## src/rtl/ccp_pkg.sv

```systemverilog
// Shared types, codes and tag decode for the constant-pool parser.
package ccp_pkg;

  localparam int unsigned SlotW  = 16;
  localparam int unsigned ByteW  = 8;
  localparam int unsigned WordW  = 32;
  localparam int unsigned AccW   = 64;
  localparam int unsigned CntW   = 4;

  localparam logic [SlotW-1:0] SlotMax       = 16'hFFFF;
  localparam logic [SlotW-1:0] PoolCountRst  = 16'd1;

  typedef enum logic [1:0] {
    KIND_ENTRY = 2'd0,
    KIND_TEXT  = 2'd1,
    KIND_ERROR = 2'd2
  } kind_e;

  // Class-file tag numbers
  localparam logic [ByteW-1:0] TagUtf8       = 8'd1;
  localparam logic [ByteW-1:0] TagInteger    = 8'd3;
  localparam logic [ByteW-1:0] TagFloat      = 8'd4;
  localparam logic [ByteW-1:0] TagLong       = 8'd5;
  localparam logic [ByteW-1:0] TagDouble     = 8'd6;
  localparam logic [ByteW-1:0] TagClass      = 8'd7;
  localparam logic [ByteW-1:0] TagString     = 8'd8;
  localparam logic [ByteW-1:0] TagFieldRef   = 8'd9;
  localparam logic [ByteW-1:0] TagMethodRef  = 8'd10;
  localparam logic [ByteW-1:0] TagIfMethRef  = 8'd11;
  localparam logic [ByteW-1:0] TagNameType   = 8'd12;
  localparam logic [ByteW-1:0] TagMethHandle = 8'd15;
  localparam logic [ByteW-1:0] TagMethType   = 8'd16;
  localparam logic [ByteW-1:0] TagInvokeDyn  = 8'd18;

  typedef enum logic [3:0] {
    PH_TAG    = 4'b0001,
    PH_FIELDS = 4'b0010,
    PH_TEXT   = 4'b0100,
    PH_HALT   = 4'b1000
  } phase_e;

  typedef struct packed {
    kind_e             kind;
    logic [SlotW-1:0]  slot_index;
    logic [ByteW-1:0]  entry_tag;
    logic [WordW-1:0]  first_value;
    logic [WordW-1:0]  second_value;
    logic [ByteW-1:0]  content_byte;
    logic              last_of_pool;
  } result_t;

  // Body length in bytes; zero marks an unknown tag.
  function automatic logic [CntW-1:0] body_size(input logic [ByteW-1:0] tag);
    logic [CntW-1:0] sz;
    case (tag)
      TagUtf8, TagClass, TagString, TagMethType: sz = 4'd2;
      TagMethHandle: sz = 4'd3;
      TagInteger, TagFloat, TagFieldRef, TagMethodRef, TagIfMethRef,
      TagNameType, TagInvokeDyn: sz = 4'd4;
      TagLong, TagDouble: sz = 4'd8;
      default: sz = 4'd0;
    endcase
    return sz;
  endfunction

endpackage

```

## src/rtl/ccp_if.sv

```systemverilog
// Stream interfaces: byte input channel and result output channel.
interface ccp_in_if;
  logic       valid;
  logic       ready;
  logic [7:0] stream_byte;
  logic       restart;

  modport source (output valid, output stream_byte, output restart, input ready);
  modport sink   (input valid, input stream_byte, input restart, output ready);
endinterface

interface ccp_out_if;
  logic        valid;
  logic        ready;
  logic [1:0]  kind;
  logic [15:0] slot_index;
  logic [7:0]  entry_tag;
  logic [31:0] first_value;
  logic [31:0] second_value;
  logic [7:0]  content_byte;
  logic        last_of_pool;

  modport source (output valid, output kind, output slot_index, output entry_tag,
                  output first_value, output second_value, output content_byte,
                  output last_of_pool, input ready);
  modport sink   (input valid, input kind, input slot_index, input entry_tag,
                  input first_value, input second_value, input content_byte,
                  input last_of_pool, output ready);
endinterface

```

## src/rtl/ccp_parser.sv

```systemverilog
// Parse state and per-byte result logic.
module ccp_parser
  import ccp_pkg::*;
(
  input  logic              clk_i,
  input  logic              rst_ni,
  input  logic              accept_i,
  input  logic [ByteW-1:0]  stream_byte_i,
  input  logic              restart_i,
  input  logic [SlotW-1:0]  pool_count_i,
  output logic              res_vld_o,
  output result_t           res_o
);

  phase_e            phase_q, phase_d;
  logic [ByteW-1:0]  tag_q, tag_d;
  logic [CntW-1:0]   cnt_q, cnt_d;
  logic [AccW-1:0]   acc_q, acc_d;
  logic [SlotW-1:0]  rem_q, rem_d;
  logic [SlotW-1:0]  slot_q, slot_d;

  phase_e            cur_phase;
  logic [ByteW-1:0]  cur_tag;
  logic [CntW-1:0]   cur_cnt;
  logic [AccW-1:0]   cur_acc;
  logic [SlotW-1:0]  cur_rem;
  logic [SlotW-1:0]  cur_slot;

  logic [CntW-1:0]   size_tag, size_byte, cnt_inc;
  logic [AccW-1:0]   acc_shift;
  logic [WordW-1:0]  first, second;
  logic [SlotW:0]    slot_sum;
  logic [SlotW-1:0]  slot_adv;
  logic              two_slot;
  logic [SlotW-1:0]  rem_dec;

  always_comb begin
    // restart takes effect before the byte is parsed
    if (restart_i) begin
      cur_phase = PH_TAG;
      cur_tag   = '0;
      cur_cnt   = '0;
      cur_acc   = '0;
      cur_rem   = '0;
      cur_slot  = SlotW'(1);
    end else begin
      cur_phase = phase_q;
      cur_tag   = tag_q;
      cur_cnt   = cnt_q;
      cur_acc   = acc_q;
      cur_rem   = rem_q;
      cur_slot  = slot_q;
    end
  end

  assign size_tag  = body_size(cur_tag);
  assign size_byte = body_size(stream_byte_i);
  assign cnt_inc   = cur_cnt + CntW'(1);
  assign acc_shift = {cur_acc[AccW-ByteW-1:0], stream_byte_i};
  assign two_slot  = (cur_tag == TagLong) || (cur_tag == TagDouble);
  assign rem_dec   = (cur_rem != '0) ? cur_rem - SlotW'(1) : cur_rem;

  // Field split of a finished body
  always_comb begin
    if (size_tag == 4'd8) begin
      first  = acc_shift[63:32];
      second = acc_shift[31:0];
    end else if (size_tag == 4'd3) begin
      first  = {24'd0, acc_shift[23:16]};
      second = {16'd0, acc_shift[15:0]};
    end else if (size_tag == 4'd4 && cur_tag != TagInteger && cur_tag != TagFloat) begin
      first  = {16'd0, acc_shift[31:16]};
      second = {16'd0, acc_shift[15:0]};
    end else begin
      first  = acc_shift[31:0];
      second = '0;
    end
  end

  // Saturating slot advance; text and single-slot tags step by one
  always_comb begin
    if (cur_phase == PH_FIELDS && two_slot) begin
      slot_sum = {1'b0, cur_slot} + (SlotW+1)'(2);
    end else begin
      slot_sum = {1'b0, cur_slot} + (SlotW+1)'(1);
    end
    slot_adv = slot_sum[SlotW] ? SlotMax : slot_sum[SlotW-1:0];
  end

  always_comb begin
    phase_d   = cur_phase;
    tag_d     = cur_tag;
    cnt_d     = cur_cnt;
    acc_d     = cur_acc;
    rem_d     = cur_rem;
    slot_d    = cur_slot;
    res_vld_o = 1'b0;
    res_o     = '0;
    res_o.slot_index = cur_slot;

    case (cur_phase)
      PH_TAG: begin
        if (cur_slot < pool_count_i) begin
          if (size_byte == '0) begin
            phase_d         = PH_HALT;
            res_vld_o       = 1'b1;
            res_o.kind      = KIND_ERROR;
            res_o.entry_tag = stream_byte_i;
          end else begin
            tag_d   = stream_byte_i;
            cnt_d   = '0;
            acc_d   = '0;
            phase_d = PH_FIELDS;
          end
        end
      end
      PH_FIELDS: begin
        acc_d = acc_shift;
        cnt_d = cnt_inc;
        if (cnt_inc >= size_tag) begin
          res_vld_o          = 1'b1;
          res_o.kind         = KIND_ENTRY;
          res_o.entry_tag    = cur_tag;
          res_o.first_value  = first;
          res_o.second_value = second;
          cnt_d              = '0;
          if (cur_tag == TagUtf8 && first != '0) begin
            rem_d   = first[SlotW-1:0];
            phase_d = PH_TEXT;
          end else begin
            slot_d             = slot_adv;
            res_o.last_of_pool = (slot_adv >= pool_count_i);
            phase_d            = PH_TAG;
          end
        end
      end
      PH_TEXT: begin
        res_vld_o          = 1'b1;
        res_o.kind         = KIND_TEXT;
        res_o.entry_tag    = TagUtf8;
        res_o.content_byte = stream_byte_i;
        rem_d              = rem_dec;
        if (rem_dec == '0) begin
          slot_d             = slot_adv;
          res_o.last_of_pool = (slot_adv >= pool_count_i);
          phase_d            = PH_TAG;
        end
      end
      PH_HALT: begin
      end
      default: begin
        phase_d = PH_TAG;
      end
    endcase
  end

  always_ff @(posedge clk_i or negedge rst_ni) begin
    if (!rst_ni) begin
      phase_q <= PH_TAG;
      tag_q   <= '0;
      cnt_q   <= '0;
      acc_q   <= '0;
      rem_q   <= '0;
      slot_q  <= SlotW'(1);
    end else if (accept_i) begin
      phase_q <= phase_d;
      tag_q   <= tag_d;
      cnt_q   <= cnt_d;
      acc_q   <= acc_d;
      rem_q   <= rem_d;
      slot_q  <= slot_d;
    end
  end

endmodule

```

## src/rtl/ccp_out_reg.sv

```systemverilog
// Output result register driving the result channel.
module ccp_out_reg
  import ccp_pkg::*;
(
  input  logic         clk_i,
  input  logic         rst_ni,
  input  logic         load_i,
  input  result_t      res_i,
  output logic         free_o,
  ccp_out_if.source    res_o
);

  logic    vld_q;
  result_t data_q;

  // free when empty or the held beat leaves this cycle
  assign free_o = !vld_q || res_o.ready;

  always_ff @(posedge clk_i or negedge rst_ni) begin
    if (!rst_ni) begin
      vld_q <= 1'b0;
    end else if (load_i) begin
      vld_q <= 1'b1;
    end else if (res_o.ready) begin
      vld_q <= 1'b0;
    end
  end

  always_ff @(posedge clk_i) begin
    if (load_i) begin
      data_q <= res_i;
    end
  end

  assign res_o.valid        = vld_q;
  assign res_o.kind         = data_q.kind;
  assign res_o.slot_index   = data_q.slot_index;
  assign res_o.entry_tag    = data_q.entry_tag;
  assign res_o.first_value  = data_q.first_value;
  assign res_o.second_value = data_q.second_value;
  assign res_o.content_byte = data_q.content_byte;
  assign res_o.last_of_pool = data_q.last_of_pool;

endmodule

```

## src/rtl/class_constant_pool_parser_core.sv

```systemverilog
// Top level of the class-file constant-pool stream parser.
//
// Usage:
//   in_i   carries the constant-pool stream, one byte per beat, with restart
//          high on the first tag byte of a new pool.
//   res_o  carries at most one result per input beat: an entry record, a
//          UTF-8 content byte, or an unknown-tag error.
//   cfg_we_i/cfg_wdata_i write pool_count; write only while the block is idle.
// Output: a result is registered and appears on res_o in the cycle after
//   the byte that finishes it. Throughput: one byte per cycle while the
//   output register can move, for tag, field and text bytes alike.
// Stall: results sit in a single output register; while it is full and the
//   receiver holds ready low, in_i.ready drops and no byte is taken. A byte
//   that produces no result is still taken whenever that register can move.
// Reset: parser expects a tag, slot index 1, no error, pool_count 1 (empty
//   pool), output register empty.
// An unknown tag halts the parser until a beat with restart set.
module class_constant_pool_parser_core
  import ccp_pkg::*;
(
  input  logic              clk_i,
  input  logic              rst_ni,
  input  logic              cfg_we_i,
  input  logic [SlotW-1:0]  cfg_wdata_i,
  ccp_in_if.sink            in_i,
  ccp_out_if.source         res_o
);

  logic [SlotW-1:0] pool_count_q;
  logic             accept;
  logic             out_free;
  logic             res_vld;
  result_t          res;

  // pool_count register, compared live at each tag
  always_ff @(posedge clk_i or negedge rst_ni) begin
    if (!rst_ni) begin
      pool_count_q <= PoolCountRst;
    end else if (cfg_we_i) begin
      pool_count_q <= cfg_wdata_i;
    end
  end

  // take a byte whenever its possible result has somewhere to go
  assign in_i.ready = out_free;
  assign accept     = in_i.valid && out_free;

  ccp_parser u_parser (
    .clk_i         (clk_i),
    .rst_ni        (rst_ni),
    .accept_i      (accept),
    .stream_byte_i (in_i.stream_byte),
    .restart_i     (in_i.restart),
    .pool_count_i  (pool_count_q),
    .res_vld_o     (res_vld),
    .res_o         (res)
  );

  ccp_out_reg u_out_reg (
    .clk_i  (clk_i),
    .rst_ni (rst_ni),
    .load_i (accept && res_vld),
    .res_i  (res),
    .free_o (out_free),
    .res_o  (res_o)
  );

endmodule

```

## src/flat_wrapper.sv

```systemverilog
// flat-port wrapper written by rule: the top's interface ports become plain ports
module class_constant_pool_parser_core_flat import ccp_pkg::*;
  (clk_i, rst_ni, cfg_we_i, cfg_wdata_i, in_i_valid, in_i_stream_byte, in_i_restart, in_i_ready, res_o_valid, res_o_kind, res_o_slot_index, res_o_entry_tag, res_o_first_value, res_o_second_value, res_o_content_byte, res_o_last_of_pool, res_o_ready);
  ccp_in_if in_i_i ();
  ccp_out_if res_o_i ();
  input  logic clk_i;
  input  logic rst_ni;
  input  logic cfg_we_i;
  input  logic [SlotW-1:0] cfg_wdata_i;
  input wire logic [$bits(in_i_i.valid)-1:0] in_i_valid;
  input wire logic [$bits(in_i_i.stream_byte)-1:0] in_i_stream_byte;
  input wire logic [$bits(in_i_i.restart)-1:0] in_i_restart;
  output wire logic [$bits(in_i_i.ready)-1:0] in_i_ready;
  output wire logic [$bits(res_o_i.valid)-1:0] res_o_valid;
  output wire logic [$bits(res_o_i.kind)-1:0] res_o_kind;
  output wire logic [$bits(res_o_i.slot_index)-1:0] res_o_slot_index;
  output wire logic [$bits(res_o_i.entry_tag)-1:0] res_o_entry_tag;
  output wire logic [$bits(res_o_i.first_value)-1:0] res_o_first_value;
  output wire logic [$bits(res_o_i.second_value)-1:0] res_o_second_value;
  output wire logic [$bits(res_o_i.content_byte)-1:0] res_o_content_byte;
  output wire logic [$bits(res_o_i.last_of_pool)-1:0] res_o_last_of_pool;
  input wire logic [$bits(res_o_i.ready)-1:0] res_o_ready;
  assign in_i_i.valid = in_i_valid;
  assign in_i_i.stream_byte = in_i_stream_byte;
  assign in_i_i.restart = in_i_restart;
  assign in_i_ready = in_i_i.ready;
  assign res_o_valid = res_o_i.valid;
  assign res_o_kind = res_o_i.kind;
  assign res_o_slot_index = res_o_i.slot_index;
  assign res_o_entry_tag = res_o_i.entry_tag;
  assign res_o_first_value = res_o_i.first_value;
  assign res_o_second_value = res_o_i.second_value;
  assign res_o_content_byte = res_o_i.content_byte;
  assign res_o_last_of_pool = res_o_i.last_of_pool;
  assign res_o_i.ready = res_o_ready;
  class_constant_pool_parser_core u_core (.clk_i(clk_i), .rst_ni(rst_ni), .cfg_we_i(cfg_we_i), .cfg_wdata_i(cfg_wdata_i), .in_i(in_i_i), .res_o(res_o_i));
endmodule
```

## config.mk

```make
export PLATFORM = sky130hd
export DESIGN_NAME = class_constant_pool_parser_core_flat
export DESIGN_NICKNAME = d
export VERILOG_FILES = /design/src/rtl/ccp_pkg.sv /design/src/rtl/ccp_if.sv /design/src/rtl/ccp_parser.sv /design/src/rtl/ccp_out_reg.sv /design/src/rtl/class_constant_pool_parser_core.sv /design/src/flat_wrapper.sv
export SDC_FILE = /design/constraint.sdc
export NUM_CORES = 1
export LEC_CHECK = 0
export ABC_AREA = 1
export ABC_CLOCK_PERIOD_IN_PS = 7800
export BUFFER_PORTS_ARGS = -buffer_cell sky130_fd_sc_hd__buf_4
export CORE_ASPECT_RATIO = 1.2
export CORE_MARGIN = 2
export CORE_UTILIZATION = 60
export DETAILED_ROUTE_END_ITERATION = 6
export MAX_ROUTING_LAYER = met4
export PLACE_DENSITY = 0.81
export SLEW_MARGIN = 20
export SYNTH_ARGS = -nofsm -noshare
export SYNTH_HDL_FRONTEND = slang
export SYNTH_SLANG_ARGS = --single-unit
```

## constraint.sdc

```tcl
create_clock -name clk_i -period 7.8 [get_ports clk_i]
set_clock_uncertainty 0.05 [all_clocks]
set_input_delay 1.17 -clock clk_i [delete_from_list [all_inputs] [get_ports clk_i]]
set_output_delay 1.17 -clock clk_i [all_outputs]
set_load 0.01 [all_outputs]
```

==> summary.md <==
| Metric | Value |
|---|---|
| Number of enable flip-flop cells after synthesis | `99` |
| Buffer cell driving the clock tree root | `sky130_fd_sc_hd__clkbuf_16` |
| Standard cell core area | `22400 um2` |
| Ant diodes | `0` |
| Syn Std Cell Area | `13700 um2` |
| Total number of yosys warnings | `0` |
| Clock share of power | `23.4%` |
| Syn nets | `1860` |
| Total number of vias | `12800` |
| Detail-routed net length per standard cell | `18.1 um` |
| Die footprint | `24000 um2` |
| Vias per std cell | `5.91` |
| Setup violations, final | `0` |
| Max Fclk | `0.179 GHz` |
| Shortest period the worst path allows | `5590 ps` |
| Initial standard-cell utilization of the core | `61.0%` |
| Crit share post-route | `71.6%` |
| CTS tree | `done` |
| Post-route antenna net violation count | `0` |
| Slew HR | `25.0%` |
| Clock insertion delay at the later pin of the skew report | `520 ps` |
| VDD IR-drop max | `0.176 mV` |
| Worst path max stage delay | `690 ps` |
| Power consumption | `0.00489 W` |
| Net Sw Frac | `40.9%` |
| Leading register cell type out of synthesis | `sky130_fd_sc_hd__dfrtp_1` |
| Growth of design area from synthesis to finish | `13.4%` |
| FF/Latch Area | `6000 um2` |
| Worst-case clock buffer depth | `3` |
| Gr ovfl total | `0` |
| Final instance area | `15500 um2` |
| Clock buffer count from CTS | `23` |
| Final-report max-slew violation count | `0` |
| Maximum fanout encountered on the critical timing path | `48` |
| Fill cell count | `1865` |
| Width of the chip | `142 um` |
| Critical path's most frequent cell | `sky130_fd_sc_hd__nand2_1` |
| Critical path startpoint category | `primary input` |
| Sequential group share of total power | `34.6%` |
| Cts-stage hold buffer count | `0` |
| Crit Reg-Reg Endpoint | `u_core.u_out_reg.res_o.last_of_pool` |
| Main area contributors after synthesis | `sky130_fd_sc_hd__edfxtp_1 (22%), sky130_fd_sc_hd__dfrtp_1 (22%), sky130_fd_sc_hd__nand2_1 (11%)` |
| Maximum number of pins on one net before global-route repair | `107` |
| Cell type with the highest aggregate area in the netlist | `sky130_fd_sc_hd__edfxtp_1` |
| Sum Neg Setup Slack | `0 ps` |
| Final RePlAce weighted congestion | `1.00` |
| Critical path's slowest cell | `sky130_fd_sc_hd__a211oi_1` |
| Hold Crit Depth | `2` |
| WP data required | `8100 ps` |
| Sink Count | `220` |
| Arrival time reported for the critical path endpoint | `5890 ps` |
| Routed Wire Length | `39200 um` |
| Worst Path Class, Setup | `in -> reg` |
| Post-CTS repair timing setup buffer count | `0` |
| Power Density | `315 nW/um2` |
| Net count, final | `1945` |
| Number of max-cap violations | `0` |
| Detailed placement HPWL | `27300 um` |
| Antenna violations before repair | `0` |
| H-tree depth | `1` |
| Share of flip-flops with an asynchronous set or reset | `55.0%` |
| Status | `finished clean` |
| Total area of multi-input combinational cells | `6350 um2` |
| Critical Path End Type | `register` |
| CTS resizes | `0` |
| Hold Path Class | `reg -> reg` |
| Std cell rows | `60` |
| Number of storage elements in the synthesis netlist | `220` |
| Post-Synthesis Cells | `1784` |
| Number of placed I/O pins | `131` |
| Pre-antenna DRT Iters | `6` |
| Total track usage | `33.6%` |
| Reg2reg setup slack | `3210 ps` |
| Leak Pwr | `7.45 nW` |
| P_sw | `0.00200 W` |
| Transition at the pin with the smallest max-transition slack | `1120 ps` |
| Drc violations | `0` |
| Post-placement cell area | `14700 um2` |
| Register area share after synthesis | `43.9%` |
| Internal cell power | `0.00289 W` |
| Distinct cell type count after synthesis | `47` |
| Worst Hold Launch | `u_core.u_parser.slot_q[6]` |
| Number of hold violations in the final report | `0` |
| Vias in the first global route | `12200` |
| Fraction of final layout cells with drive strength greater than 1 | `13.4%` |
| First-iteration detailed-routing DRC count | `1247` |
| Part of the total power dissipated in combinational logic | `42.0%` |
| Number of port buffers | `130` |
| Portion of synthesized cell area occupied by the leading cell type | `21.7%` |
| Depth of the worst register-to-register path | `25` |
| Chip height | `169 um` |
| RSZ-0062 raised after global routing | `no` |
| R2r startpoint | `u_core.u_parser.tag_q[0]` |
| Wire length of the first global-routing pass | `62600 um` |
| Sink of the worst hold path | `u_core.u_parser.slot_q[6]` |
| Clock-pin slew reported for the worst setup and hold paths after clock tree synthesis | `60 ps` |
| Average cell area after synthesis | `7.67 um2` |
-- power groups by stage --
stage,clock [W],combinational (W),sequential (W)
2_1_floorplan,0,0.00137,0.00174
3_3_place_gp,0,0.00196,0.00170
3_5_place_dp,0,0.00200,0.00171
4_1_cts,0.00115,0.00202,0.00169
5_1_grt,0.00120,0.00227,0.00172
6_report,0.00114,0.00205,0.00169
-- worst max-delay path by stage --
| stage | start | endpoint | slack [ps] |
|---|---|---|---|
| 4_1_cts | in_i_restart | u_core.u_out_reg.res_o.last_of_pool | 2300 |
| 3_5_place_dp | in_i_restart | u_core.u_out_reg.res_o.last_of_pool | 1760 |
| 6_report | in_i_restart | u_core.u_out_reg.res_o.last_of_pool | 2210 |
| 3_3_place_gp | in_i_restart | u_core.u_out_reg.res_o.last_of_pool | 1960 |
| 5_1_grt | in_i_restart | u_core.u_out_reg.res_o.last_of_pool | 1670 |
| 2_1_floorplan | in_i_restart | u_core.u_out_reg.res_o.content_byte[0] | 1380 |
-- state kept, by name (all words and copies together) (netlist names) --
signal	flops
u_core.u_parser.acc_q	56
u_core.u_out_reg.res_o.first_value	32
u_core.u_out_reg.res_o.second_value	32
u_core.pool_count_q	16
u_core.u_out_reg.res_o.slot_index	16
u_core.u_parser.rem_q	16
u_core.u_parser.slot_q	16
u_core.u_out_reg.res_o.content_byte	8
u_core.u_out_reg.res_o.entry_tag	8
u_core.u_parser.tag_q	8
u_core.u_parser.cnt_q	4
u_core.u_parser.phase_q	4
u_core.u_out_reg.res_o.kind	2
u_core.u_out_reg.res_o.last_of_pool	1
u_core.u_out_reg.res_o.valid	1
-- critical path, delay by kind of cell --
kind / cells / cell delay [ps]
AO/OA/AOI/OAI: 8 / 1760
buffers and inverters: 5 / 1240
adder cells (fa/ha/maj): 1 / 280
AND/OR/NAND/NOR: 12 / 1420
-- cells in the final DEF (no fill, tap or decap), drive strengths merged, types with 4 or more instances in the layout --
cell	instances
a31oi	34
bufinv	4
dfrtp	118
inv	242
nand3	124
nand4	37
clkbuf	27
o21ai	63
ha	46
nand2	405
o211ai	7
buf	146
a221oi	23
a22oi	30
nor4	4
xor2	25
a21oi	84
o22ai	9
nor3	21
nor2	288
o221ai	12
clkinv	15
edfxtp	99
-- metal layers --
| metal | share of wire [%] | vias up | track usage [%] | wire length, um |
|---|---|---|---|---|
| met5 | 0 | - | - | 0 |
| met4 | 5.0 | 0 | 16.8 | 1970 |
| met3 | 7.2 | 131 | 4.51 | 2820 |
| met2 | 48 | 613 | 54.6 | 18900 |
| met1 | 39 | 5968 | 41.5 | 15500 |
| li1 | - | 6068 | - | - |
-- area by class of cell --
class	count	area share (%)
Clock inverter	14	1.09
Timing Repair Buffer	146	7.14
Clock buffer	27	3.87
Tap cell	279	2.25
Sequential cell	220	38.7
Inverter	248	6.01
Multi-Input combinational cell	1230	40.9
-- cell usage after synthesis, types with 15 or more instances --
| library cell | count |
|---|---|
| sky130_fd_sc_hd__nand2_1 | 392 |
| sky130_fd_sc_hd__nor2_1 | 282 |
| sky130_fd_sc_hd__inv_1 | 229 |
| sky130_fd_sc_hd__dfrtp_1 | 118 |
| sky130_fd_sc_hd__nand3_1 | 108 |
| sky130_fd_sc_hd__edfxtp_1 | 99 |
| sky130_fd_sc_hd__a21oi_1 | 73 |
| sky130_fd_sc_hd__o21ai_0 | 57 |
| sky130_fd_sc_hd__clkbuf_1 | 54 |
| sky130_fd_sc_hd__ha_1 | 46 |
| sky130_fd_sc_hd__nand4_1 | 37 |
| sky130_fd_sc_hd__a31oi_1 | 34 |
| sky130_fd_sc_hd__a22oi_1 | 30 |
| sky130_fd_sc_hd__xor2_1 | 25 |
| sky130_fd_sc_hd__a221oi_1 | 23 |
| sky130_fd_sc_hd__nor3_1 | 18 |
| sky130_fd_sc_hd__buf_2 | 15 |
| sky130_fd_sc_hd__nand3_2 | 15 |
-- through the flow --
step	worst slack (ps)	std cells	hold slack [ps]	util [%]
2_1_floorplan	1380	1784	422	-
3_3_place_gp	1960	2123	445	65.7
3_5_place_dp	1760	2123	444	65.7
4_1_cts	2300	2164	464	69.1
5_1_grt	1670	2164	484	69.1
6_report	2210	2164	470	69.1
-- cells by family (layout without fill, tap and decap cells) --
family | Yosys count | count (layout) | synth area share, %
simple gates | 883 | 883 | 27.7
buf+inv | 334 | 435 | 9.82
compound gates | 273 | 273 | 12.6
flops | 220 | 220 | 43.9
fa+ha+maj | 46 | 46 | 4.21
xor+xnor | 27 | 27 | 1.73
mux | 1 | 1 | 0.0823
Power figures use the tool's default switching activity.
